[src/nsdr_pkg.sv]
// Package for the n-step discounted return block: entry layout, microcode format and program.
package nsdr_pkg;

  // Q1.16 representation of 1.0, also the gamma ceiling.
  localparam logic [16:0] ONE_Q16 = 17'h10000;

  // Rounding constant for the Q32 to Q16 conversions.
  localparam int unsigned HALF_Q16 = 32768;

  // Configuration register indexes.
  localparam logic CFG_GAMMA       = 1'b0;
  localparam logic CFG_STEP_RETURN = 1'b1;

  // One window entry.
  typedef struct packed {
    logic               done;
    logic signed [31:0] reward;
    logic [7:0]         act;
    logic [15:0]        tag;
  } entry_t;

  // Program steps; the step counter walks these.
  typedef enum logic [3:0] {
    ST_IDLE,
    ST_CHECK,
    ST_RD,
    ST_MUL,
    ST_ACC,
    ST_BOOT,
    ST_BACC,
    ST_RND,
    ST_SAT
  } step_t;

  // Datapath operation selected by a control word.
  typedef enum logic [3:0] {
    OP_PUSH,
    OP_START,
    OP_READ,
    OP_MUL,
    OP_ACC_T,
    OP_BOOT,
    OP_ACC,
    OP_RND,
    OP_EMIT
  } op_t;

  // Sequencing rule of a control word.
  typedef enum logic [2:0] {
    JMP_NEXT,
    JMP_IF_MORE,
    JMP_IF_NONE,
    JMP_WAIT_IN,
    JMP_WAIT_OUT
  } jmp_t;

  typedef struct packed {
    op_t   op;
    jmp_t  jmp;
    step_t target;
  } ctrl_t;

  // Control store.
  function automatic ctrl_t ucode(input step_t pc);
    ctrl_t w;
    unique case (pc)
      ST_IDLE:  w = '{op: OP_PUSH,  jmp: JMP_WAIT_IN,  target: ST_CHECK};
      ST_CHECK: w = '{op: OP_START, jmp: JMP_IF_NONE,  target: ST_IDLE};
      ST_RD:    w = '{op: OP_READ,  jmp: JMP_NEXT,     target: ST_IDLE};
      ST_MUL:   w = '{op: OP_MUL,   jmp: JMP_NEXT,     target: ST_IDLE};
      ST_ACC:   w = '{op: OP_ACC_T, jmp: JMP_IF_MORE,  target: ST_RD};
      ST_BOOT:  w = '{op: OP_BOOT,  jmp: JMP_NEXT,     target: ST_IDLE};
      ST_BACC:  w = '{op: OP_ACC,   jmp: JMP_NEXT,     target: ST_IDLE};
      ST_RND:   w = '{op: OP_RND,   jmp: JMP_NEXT,     target: ST_IDLE};
      ST_SAT:   w = '{op: OP_EMIT,  jmp: JMP_WAIT_OUT, target: ST_CHECK};
      default:  w = '{op: OP_PUSH,  jmp: JMP_WAIT_IN,  target: ST_CHECK};
    endcase
    return w;
  endfunction

endpackage

[src/n_step_discounted_return.sv]
// Top level of the n-step discounted return block: window memory, microcoded sequencer, datapath.
// An accepted beat reaches the check step in the next cycle; each result then runs through
//   check, n read/multiply/accumulate triplets, bootstrap pair, round and saturate, with
//   n = min(step_return, window count). A beat causing no result goes from the check step
//   back to idle and frees the input. One beat is worked on at a time.
// The per-term triplet is set by the registered window memory read and the registered multiply step.
// Reset (rst_n low, synchronous): window empty, gamma 64881, step_return 5; memory not cleared.
module n_step_discounted_return #(
  parameter int WINDOW_DEPTH = 8
) (
  input  logic        clk,
  input  logic        rst_n,
  // Input beats.
  input  logic        in_tvalid,
  output logic        in_tready,
  // in_tdata fields, lowest bit up: state_tag[15:0], action[23:16], reward[55:24],
  // bootstrap_value[87:56].
  input  logic [87:0] in_tdata,
  // in_tlast carries done_req.
  input  logic        in_tlast,
  // Result beats.
  output logic        out_tvalid,
  input  logic        out_tready,
  // out_tdata fields, lowest bit up: out_state_tag[15:0], out_action[23:16],
  // discounted_return[55:24].
  output logic [55:0] out_tdata,
  // out_tlast carries last.
  output logic        out_tlast,
  // Configuration writes.
  input  logic        cfg_we,
  input  logic        cfg_addr,
  input  logic [16:0] cfg_wdata
);

  localparam int PTR_W = (WINDOW_DEPTH > 1) ? $clog2(WINDOW_DEPTH) : 1;
  localparam int CNT_W = $clog2(WINDOW_DEPTH + 1);
  // Products are 50 bits signed; up to WINDOW_DEPTH + 1 of them are summed.
  localparam int ACC_W = 50 + $clog2(WINDOW_DEPTH + 2);
  localparam int RND_W = ACC_W - 16;

  // Configuration registers.
  logic [16:0] gamma_r;
  logic [3:0]  sr_r;

  // Sequencer.
  nsdr_pkg::step_t pc_r, pc_nxt;
  nsdr_pkg::ctrl_t ctrl;

  // Window bookkeeping.
  logic [PTR_W-1:0] head_r, head_nxt;
  logic [CNT_W-1:0] count_r, count_nxt;

  // Per-beat values kept while its results are worked out.
  logic               done_r, done_nxt;
  logic signed [31:0] boot_r, boot_nxt;

  // Return datapath.
  logic [CNT_W-1:0]         n_r, n_nxt;
  logic [CNT_W-1:0]         t_r, t_nxt;
  logic [PTR_W-1:0]         ptr_r, ptr_nxt;
  logic [16:0]              g_r, g_nxt;
  logic [33:0]              gprod_r, gprod_nxt;
  logic signed [49:0]       prod_r, prod_nxt;
  logic signed [ACC_W-1:0]  acc_r, acc_nxt;
  logic signed [RND_W-1:0]  rnd_r, rnd_nxt;
  logic                     last_done_r, last_done_nxt;
  logic [15:0]              hd_tag_r, hd_tag_nxt;
  logic [7:0]               hd_act_r, hd_act_nxt;

  // Output register.
  logic        out_valid_r, out_valid_nxt;
  logic [55:0] out_data_r, out_data_nxt;
  logic        out_last_r, out_last_nxt;

  // Window memory.
  nsdr_pkg::entry_t mem [WINDOW_DEPTH];
  nsdr_pkg::entry_t rdata_r;
  nsdr_pkg::entry_t wentry;
  logic [PTR_W-1:0] waddr;
  logic [CNT_W:0]   wsum;
  logic             mem_we;
  logic             mem_re;

  // Decoded conditions.
  logic             accept;
  logic             out_free;
  logic             emit_go;
  logic             work;
  logic             more;
  logic [CNT_W-1:0] sr_eff;
  logic [16:0]      gm;
  logic [CNT_W-1:0] count_dec;
  logic [ACC_W-1:0] acc_round;
  logic [RND_W-32:0] rnd_top;
  logic [31:0]      sat_val;

  function automatic logic [PTR_W-1:0] ptr_inc(input logic [PTR_W-1:0] p);
    return (p == PTR_W'(WINDOW_DEPTH - 1)) ? '0 : PTR_W'(p + 1'b1);
  endfunction

  assign ctrl      = nsdr_pkg::ucode(pc_r);
  assign in_tready = (ctrl.op == nsdr_pkg::OP_PUSH);
  assign accept    = in_tvalid && in_tready;
  assign out_free  = !out_valid_r || out_tready;
  assign emit_go   = (ctrl.op == nsdr_pkg::OP_EMIT) && out_free;

  // Step return clamped to 1..WINDOW_DEPTH, gamma clamped to 1.0.
  always_comb begin
    if (sr_r == 4'd0) begin
      sr_eff = CNT_W'(1);
    end else if (int'(sr_r) > WINDOW_DEPTH) begin
      sr_eff = CNT_W'(WINDOW_DEPTH);
    end else begin
      sr_eff = CNT_W'(sr_r);
    end
  end

  assign gm = (gamma_r > nsdr_pkg::ONE_Q16) ? nsdr_pkg::ONE_Q16 : gamma_r;

  // The oldest entry is emitted while the window is full enough, or drained at episode end.
  assign work      = (count_r != '0) && ((count_r >= sr_eff) || done_r);
  assign more      = (CNT_W'(t_r + 1'b1) < n_r);
  assign count_dec = CNT_W'(count_r - 1'b1);

  // Append position: head + count, wrapped once. A full window overwrites its oldest entry.
  always_comb begin
    wsum = (CNT_W + 1)'(head_r) + (CNT_W + 1)'(count_r);
    if (count_r == CNT_W'(WINDOW_DEPTH)) begin
      waddr = head_r;
    end else if (wsum >= (CNT_W + 1)'(WINDOW_DEPTH)) begin
      waddr = PTR_W'(wsum - (CNT_W + 1)'(WINDOW_DEPTH));
    end else begin
      waddr = PTR_W'(wsum);
    end
  end

  assign wentry.tag    = in_tdata[15:0];
  assign wentry.act    = in_tdata[23:16];
  assign wentry.reward = in_tdata[55:24];
  assign wentry.done   = in_tlast;
  assign mem_we        = accept;
  assign mem_re        = (ctrl.op == nsdr_pkg::OP_READ);

  always_ff @(posedge clk) begin
    if (mem_we) begin
      mem[waddr] <= wentry;
    end
    if (mem_re) begin
      rdata_r <= mem[ptr_r];
    end
  end

  // Rounding and saturation of the accumulated sum.
  assign acc_round = acc_r + ACC_W'(nsdr_pkg::HALF_Q16);
  assign rnd_top   = rnd_r[RND_W-1:31];
  always_comb begin
    if ((&rnd_top) || !(|rnd_top)) begin
      sat_val = rnd_r[31:0];
    end else if (rnd_r[RND_W-1]) begin
      sat_val = 32'h8000_0000;
    end else begin
      sat_val = 32'h7FFF_FFFF;
    end
  end

  // Next step.
  always_comb begin
    unique case (ctrl.jmp)
      nsdr_pkg::JMP_NEXT:     pc_nxt = nsdr_pkg::step_t'(pc_r + 4'd1);
      nsdr_pkg::JMP_IF_MORE:  pc_nxt = more ? ctrl.target : nsdr_pkg::step_t'(pc_r + 4'd1);
      nsdr_pkg::JMP_IF_NONE:  pc_nxt = work ? nsdr_pkg::step_t'(pc_r + 4'd1) : ctrl.target;
      nsdr_pkg::JMP_WAIT_IN:  pc_nxt = accept ? ctrl.target : pc_r;
      nsdr_pkg::JMP_WAIT_OUT: pc_nxt = out_free ? ctrl.target : pc_r;
      default:                pc_nxt = nsdr_pkg::ST_IDLE;
    endcase
  end

  // Datapath controls decoded from the control word.
  always_comb begin
    head_nxt      = head_r;
    count_nxt     = count_r;
    done_nxt      = done_r;
    boot_nxt      = boot_r;
    n_nxt         = n_r;
    t_nxt         = t_r;
    ptr_nxt       = ptr_r;
    g_nxt         = g_r;
    gprod_nxt     = gprod_r;
    prod_nxt      = prod_r;
    acc_nxt       = acc_r;
    rnd_nxt       = rnd_r;
    last_done_nxt = last_done_r;
    hd_tag_nxt    = hd_tag_r;
    hd_act_nxt    = hd_act_r;
    out_valid_nxt = out_valid_r && !out_tready;
    out_data_nxt  = out_data_r;
    out_last_nxt  = out_last_r;

    unique case (ctrl.op)
      nsdr_pkg::OP_PUSH: begin
        if (accept) begin
          done_nxt = in_tlast;
          boot_nxt = in_tdata[87:56];
          if (count_r == CNT_W'(WINDOW_DEPTH)) begin
            head_nxt = ptr_inc(head_r);
          end else begin
            count_nxt = CNT_W'(count_r + 1'b1);
          end
        end
      end
      nsdr_pkg::OP_START: begin
        n_nxt   = (count_r < sr_eff) ? count_r : sr_eff;
        t_nxt   = '0;
        ptr_nxt = head_r;
        g_nxt   = nsdr_pkg::ONE_Q16;
        acc_nxt = '0;
      end
      nsdr_pkg::OP_READ: begin
      end
      nsdr_pkg::OP_MUL: begin
        prod_nxt      = rdata_r.reward * $signed({1'b0, g_r});
        gprod_nxt     = g_r * gm;
        last_done_nxt = rdata_r.done;
        if (t_r == '0) begin
          hd_tag_nxt = rdata_r.tag;
          hd_act_nxt = rdata_r.act;
        end
      end
      nsdr_pkg::OP_ACC_T: begin
        acc_nxt = acc_r + ACC_W'(prod_r);
        g_nxt   = 17'((gprod_r + 34'(nsdr_pkg::HALF_Q16)) >> 16);
        t_nxt   = CNT_W'(t_r + 1'b1);
        ptr_nxt = ptr_inc(ptr_r);
      end
      nsdr_pkg::OP_BOOT: begin
        // Bootstrap only when the last summed entry does not end the episode.
        if (last_done_r) begin
          prod_nxt = '0;
        end else begin
          prod_nxt = boot_r * $signed({1'b0, g_r});
        end
      end
      nsdr_pkg::OP_ACC: begin
        acc_nxt = acc_r + ACC_W'(prod_r);
      end
      nsdr_pkg::OP_RND: begin
        rnd_nxt = RND_W'($signed(acc_round) >>> 16);
      end
      nsdr_pkg::OP_EMIT: begin
        if (emit_go) begin
          out_valid_nxt = 1'b1;
          out_data_nxt  = {sat_val, hd_act_r, hd_tag_r};
          // Last result of this beat when the window will no longer qualify after the pop.
          out_last_nxt  = !((count_dec != '0) && ((count_dec >= sr_eff) || done_r));
          head_nxt      = ptr_inc(head_r);
          count_nxt     = count_dec;
        end
      end
      default: begin
      end
    endcase
  end

  // Control registers.
  always_ff @(posedge clk) begin
    if (!rst_n) begin
      pc_r        <= nsdr_pkg::ST_IDLE;
      head_r      <= '0;
      count_r     <= '0;
      out_valid_r <= 1'b0;
      gamma_r     <= 17'd64881;
      sr_r        <= 4'd5;
    end else begin
      pc_r        <= pc_nxt;
      head_r      <= head_nxt;
      count_r     <= count_nxt;
      out_valid_r <= out_valid_nxt;
      if (cfg_we) begin
        unique case (cfg_addr)
          nsdr_pkg::CFG_GAMMA:       gamma_r <= cfg_wdata;
          nsdr_pkg::CFG_STEP_RETURN: sr_r    <= cfg_wdata[3:0];
          default: begin
          end
        endcase
      end
    end
  end

  // Payload registers.
  always_ff @(posedge clk) begin
    done_r      <= done_nxt;
    boot_r      <= boot_nxt;
    n_r         <= n_nxt;
    t_r         <= t_nxt;
    ptr_r       <= ptr_nxt;
    g_r         <= g_nxt;
    gprod_r     <= gprod_nxt;
    prod_r      <= prod_nxt;
    acc_r       <= acc_nxt;
    rnd_r       <= rnd_nxt;
    last_done_r <= last_done_nxt;
    hd_tag_r    <= hd_tag_nxt;
    hd_act_r    <= hd_act_nxt;
    out_data_r  <= out_data_nxt;
    out_last_r  <= out_last_nxt;
  end

  assign out_tvalid = out_valid_r;
  assign out_tdata  = out_data_r;
  assign out_tlast  = out_last_r;

  // The window never holds more than its depth.
  a_count_bound: assert property (@(posedge clk) disable iff (!rst_n)
    count_r <= CNT_W'(WINDOW_DEPTH))
    else $error("window count above depth");

  // A result is never taken from an empty window.
  a_no_empty_pop: assert property (@(posedge clk) disable iff (!rst_n)
    emit_go |-> (count_r != '0))
    else $error("pop from empty window");

  // Every multiply step works on a term inside the summed range.
  a_term_range: assert property (@(posedge clk) disable iff (!rst_n)
    (pc_r == nsdr_pkg::ST_MUL) |-> ((n_r != '0) && (t_r < n_r)))
    else $error("term index outside summed range");

  // An accepted beat is always checked for work in the next cycle.
  a_accept_check: assert property (@(posedge clk) disable iff (!rst_n)
    accept |=> (pc_r == nsdr_pkg::ST_CHECK))
    else $error("accepted beat not checked");

  // The discount power never exceeds 1.0 while a return is being built.
  a_gamma_pow: assert property (@(posedge clk) disable iff (!rst_n)
    (pc_r == nsdr_pkg::ST_MUL || pc_r == nsdr_pkg::ST_BOOT) |-> (g_r <= nsdr_pkg::ONE_Q16))
    else $error("discount power above one");

endmodule

[config.mk]
export PLATFORM = sky130hd
export DESIGN_NAME = n_step_discounted_return
export DESIGN_NICKNAME = d
export VERILOG_FILES = /design/src/nsdr_pkg.sv /design/src/n_step_discounted_return.sv
export SDC_FILE = /design/constraint.sdc
export NUM_CORES = 2
export LEC_CHECK = 0
export BUFFER_PORTS_ARGS = -buffer_cell sky130_fd_sc_hd__buf_2
export CAP_MARGIN = 20
export CORE_MARGIN = 5
export CORE_UTILIZATION = 34
export DETAILED_ROUTE_END_ITERATION = 6
export GPL_ROUTABILITY_DRIVEN = 0
export PLACE_DENSITY = 0.56
export SYNTH_ARGS = -nofsm -noshare
export SYNTH_HDL_FRONTEND = slang
export SYNTH_SLANG_ARGS = --single-unit
[constraint.sdc]
create_clock -name clk -period 10.35 [get_ports clk]
set_input_delay 1.5525 -clock clk [delete_from_list [all_inputs] [get_ports clk]]
set_output_delay 1.5525 -clock clk [all_outputs]
set_load 0.1 [all_outputs]
==> results.sh <==
export IMPL_clockRootBuffer="clkbuf_16"
export IMPL_rsz0062_at_grt="false"
export IMPL_cts_sinks=857
export IMPL_maxCapViolCount=0
export IMPL_layout_common_cells="1489 x inv_1, 1265 x fa_1, 1106 x nand2_1"
export IMPL_syn_num_nets=9240
export IMPL_die_w_um=499.6
export IMPL_crit_path_end_kind="flop"
export IMPL_cts_repair_resized=0
export IMPL_grt_antenna_before_repair=39
export IMPL_clock_skew_ns=0.05241
export IMPL_io_pins=171
export IMPL_maxSlewViolCount=0
export IMPL_clock_latency_ns=0.72
export IMPL_grt_overflow=0
export IMPL_finalSetupViolCount=0
export IMPL_htree_levels=3
export IMPL_ys_warnings_count=0
export IMPL_worstPathArrival_ns=8.66
export IMPL_status="finished clean"
export IMPL_holdCritPathClass="flop to flop"
export IMPL_stdcell_count=10698
export IMPL_vias=52279
export IMPL_final_common_cell="inv_1"
export IMPL_routed_wl_um=202800
export IMPL_yosysSeqAreaShare=0.3107
export IMPL_die_area_mm2=0.2496
export IMPL_fin_nets=9244
export IMPL_cts_setup_buffers=0
export IMPL_clock_path_buffers=3
export IMPL_ant_nets=0
export IMPL_required_ns=10.80
export IMPL_ys_seq_elements=857
export IMPL_wl_met3_um=12580
export IMPL_hold_buffers=0
export IMPL_r2r_cells=26
export IMPL_tns_ns=0
export IMPL_dieHeight_um=499.6
export IMPL_fmax_mhz=121.9
export IMPL_holdPathStages=0
export IMPL_route_met2_wl_um=93870
export IMPL_synth_edf_count=816
export IMPL_grt_pass1_vias=57579
export IMPL_core_area_mm2=0.2383
export IMPL_drive_above_1_share=0.08018
export IMPL_synthesis_area_mm2=0.08152
export IMPL_wl_met1_um=91680
export IMPL_syn_area_per_cell_um2=10.94
export IMPL_postSynthCellCount=7448
export IMPL_grtUsageTotal=0.1654
export IMPL_cts_inserted_buffers=87
export IMPL_synthArstFlopShare=0
export IMPL_topRoutingLayerUsed="met5"
export IMPL_rr_startpoint="gamma_r[5]$_SDFFE_PN1P_"
export IMPL_drc=0
export IMPL_avgViaCountPerCell=4.887
export IMPL_portBuffers=170
export IMPL_cts_tree="done"
export IMPL_hold_path_end="hd_tag_r[5]$_DFFE_PP_"
export IMPL_firstDrtPassIters=5
export IMPL_period_needed_ns=8.206
export IMPL_drt_wirelength_per_cell_um=18.96
export IMPL_grt_max_degree=82
export IMPL_holdWs_ns=0.4128
export IMPL_synth_cell_type_count=73
export IMPL_setup_worst_path_start_class="flop"
export IMPL_worst_pin_slew_ns=1.149
export IMPL_dp_cells=10529
export IMPL_hp_start="rdata_r[5]$_DFFE_PN_"
export IMPL_fin_crit_sh=0.7929
export IMPL_synth_flop_cell="edfxtp_1"
export IMPL_cp_max_fo=17
export IMPL_area_growth_pct=8.988
export IMPL_grt_pass1_wl_um=327900
export IMPL_start_util=0.3421
export IMPL_dp_hpwl_um=148900
export IMPL_r2r_end="gprod_r[32]$_DFFE_PP_"
export IMPL_max_slew_margin=0.2341
export IMPL_placementRows=179
export IMPL_drt_first_iter_violations=3373
export IMPL_worst_setup_path_type="flop to flop"
export IMPL_cts_clk_slew_worst_paths_ns=0.07
export IMPL_r2r_setup_slack_ns=2.14
export IMPL_hold_violations=0
## routing by layer
metal,vias to the layer above,GRT usage
met4,40,0.03665
met1,27119,0.2306
met2,1345,0.2704
met5,-,0
li1,23485,-
met3,290,0.03009
## Yosys cell counts, types with 8 or more instances
cell / instances / share of area
nand4_1: 24 / 0.0018
nor3_1: 33 / 0.0020
a31oi_1: 25 / 0.0019
mux2_2: 60 / 0.0083
clkbuf_1: 313 / 0.014
mux4_2: 114 / 0.031
a21oi_1: 162 / 0.0099
and3_1: 35 / 0.0027
nor2_1: 196 / 0.0090
o22ai_1: 35 / 0.0027
a221o_1: 9 / 0.0011
edfxtp_1: 816 / 0.30
o211ai_1: 15 / 0.0014
fa_1: 1265 / 0.31
xor2_1: 90 / 0.0097
nand3_1: 82 / 0.0050
nor2b_1: 44 / 0.0034
nor3b_1: 13 / 0.0012
a21boi_0: 16 / 0.0015
nand2_1: 1109 / 0.051
and4_1: 15 / 0.0016
buf_1: 20 / 0.00092
nand2b_1: 17 / 0.0013
inv_1: 1489 / 0.069
xnor2_1: 131 / 0.014
a211o_1: 8 / 0.00086
o21a_1: 17 / 0.0016
dfxtp_1: 41 / 0.010
a21o_1: 67 / 0.0062
nand3b_1: 9 / 0.00083
o21bai_1: 20 / 0.0018
or2_2: 9 / 0.00069
nor4_1: 10 / 0.00077
and2_1: 482 / 0.037
o31ai_1: 14 / 0.0013
ha_1: 415 / 0.064
o21ai_0: 116 / 0.0071
or3_1: 11 / 0.00084
a211oi_1: 20 / 0.0018
## through the flow
step / utilization / setup slack, ns / cell area, um^2
floorplan: - / 2.908 / 81520
global placement: 0.3603 / 2.221 / 85870
detailed placement: 0.3604 / 2.205 / 85880
CTS: 0.3726 / 2.148 / 88790
global route: 0.3727 / 1.728 / 88820
finish: 0.3728 / 2.144 / 88840
## critical path, cell delays in order (launching register included)
cell and delay, ns:
dfxtp_1 0.32, nor4_1 0.33, a41oi_1 0.46, nor2b_2 0.84, nand2_1 0.17, fa_1 0.43
inv_1 0.08, fa_1 0.41, inv_1 0.10, fa_1 0.40, inv_1 0.09, fa_1 0.43
fa_1 0.52, inv_1 0.06, fa_1 0.48, inv_1 0.04, ha_1 0.32, a21o_1 0.18
a21o_1 0.17, a221o_1 0.37, nand3_1 0.12, a31oi_1 0.16, a311oi_1 0.67, o211ai_1 0.26
a31oi_1 0.30, o21bai_1 0.11, xnor2_1 0.12
## flip-flops by register name (all words and copies together), names as in the netlist, 3 cells and up
| signal | cells |
|---|---|
| sr_r | 4 |
| pc_r | 4 |
| rdata_r | 57 |
| count_r | 4 |
| boot_r | 32 |
| hd_tag_r | 16 |
| prod_r | 50 |
| ptr_r | 3 |
| head_r | 3 |
| n_r | 4 |
| g_r | 17 |
| hd_act_r | 8 |
| ctrl | 8 |
| mem | 456 |
| acc_r | 54 |
| out_tdata | 56 |
| t_r | 4 |
| gamma_r | 17 |
| rnd_r | 38 |
| gprod_r | 18 |
## worst max path at each step
stage | from | slack (ns) | to | depth (start not counted)
after floorplan | ctrl[8]$_SDFF_PP0_ | 2.91 | mem[0][0]$_DFFE_PP_ | 5
after global placement | gamma_r[5]$_SDFFE_PN1P_ | 2.22 | gprod_r[32]$_DFFE_PP_ | 26
after detailed placement | g_r[4]$_SDFFCE_PN0P_ | 2.21 | prod_r[43]$_DFFE_PP_ | 22
after CTS | g_r[4]$_SDFFCE_PN0P_ | 2.15 | prod_r[43]$_DFFE_PP_ | 22
after global routing | g_r[4]$_SDFFCE_PN0P_ | 1.73 | prod_r[49]$_DFFE_PP_ | 24
final | gamma_r[5]$_SDFFE_PN1P_ | 2.14 | gprod_r[32]$_DFFE_PP_ | 26
## kinds of logic (layout without fill, tap and decap cells)
kind of cell,after synthesis,after routing,share of synthesized area
adders and majority gates,1680,1680,0.3744
buffers and inverters,1824,1897,0.08410
AOI/OAI and AO/OA,578,578,0.04530
muxes,180,180,0.04052
DFF,857,857,0.3107
other,0,10,0
and+or+nand+nor,2108,2108,0.1213
xor gates and xnor gates,221,221,0.02375
## area by class of cell
class                      count  area [um^2]
inverter                    1489         5589
sequential                   857        25320
tap                         3167         3963
timing repair buffer         250         1572
multi-input combinational   4767        49460
clock buffer                 100         2236
antenna                       10        25.02
fill                       23395       149500
clock inverter                58        676.9
Power is not shown: default switching activity piles up to over one toggle a cycle in this logic, so the estimate is an artifact.
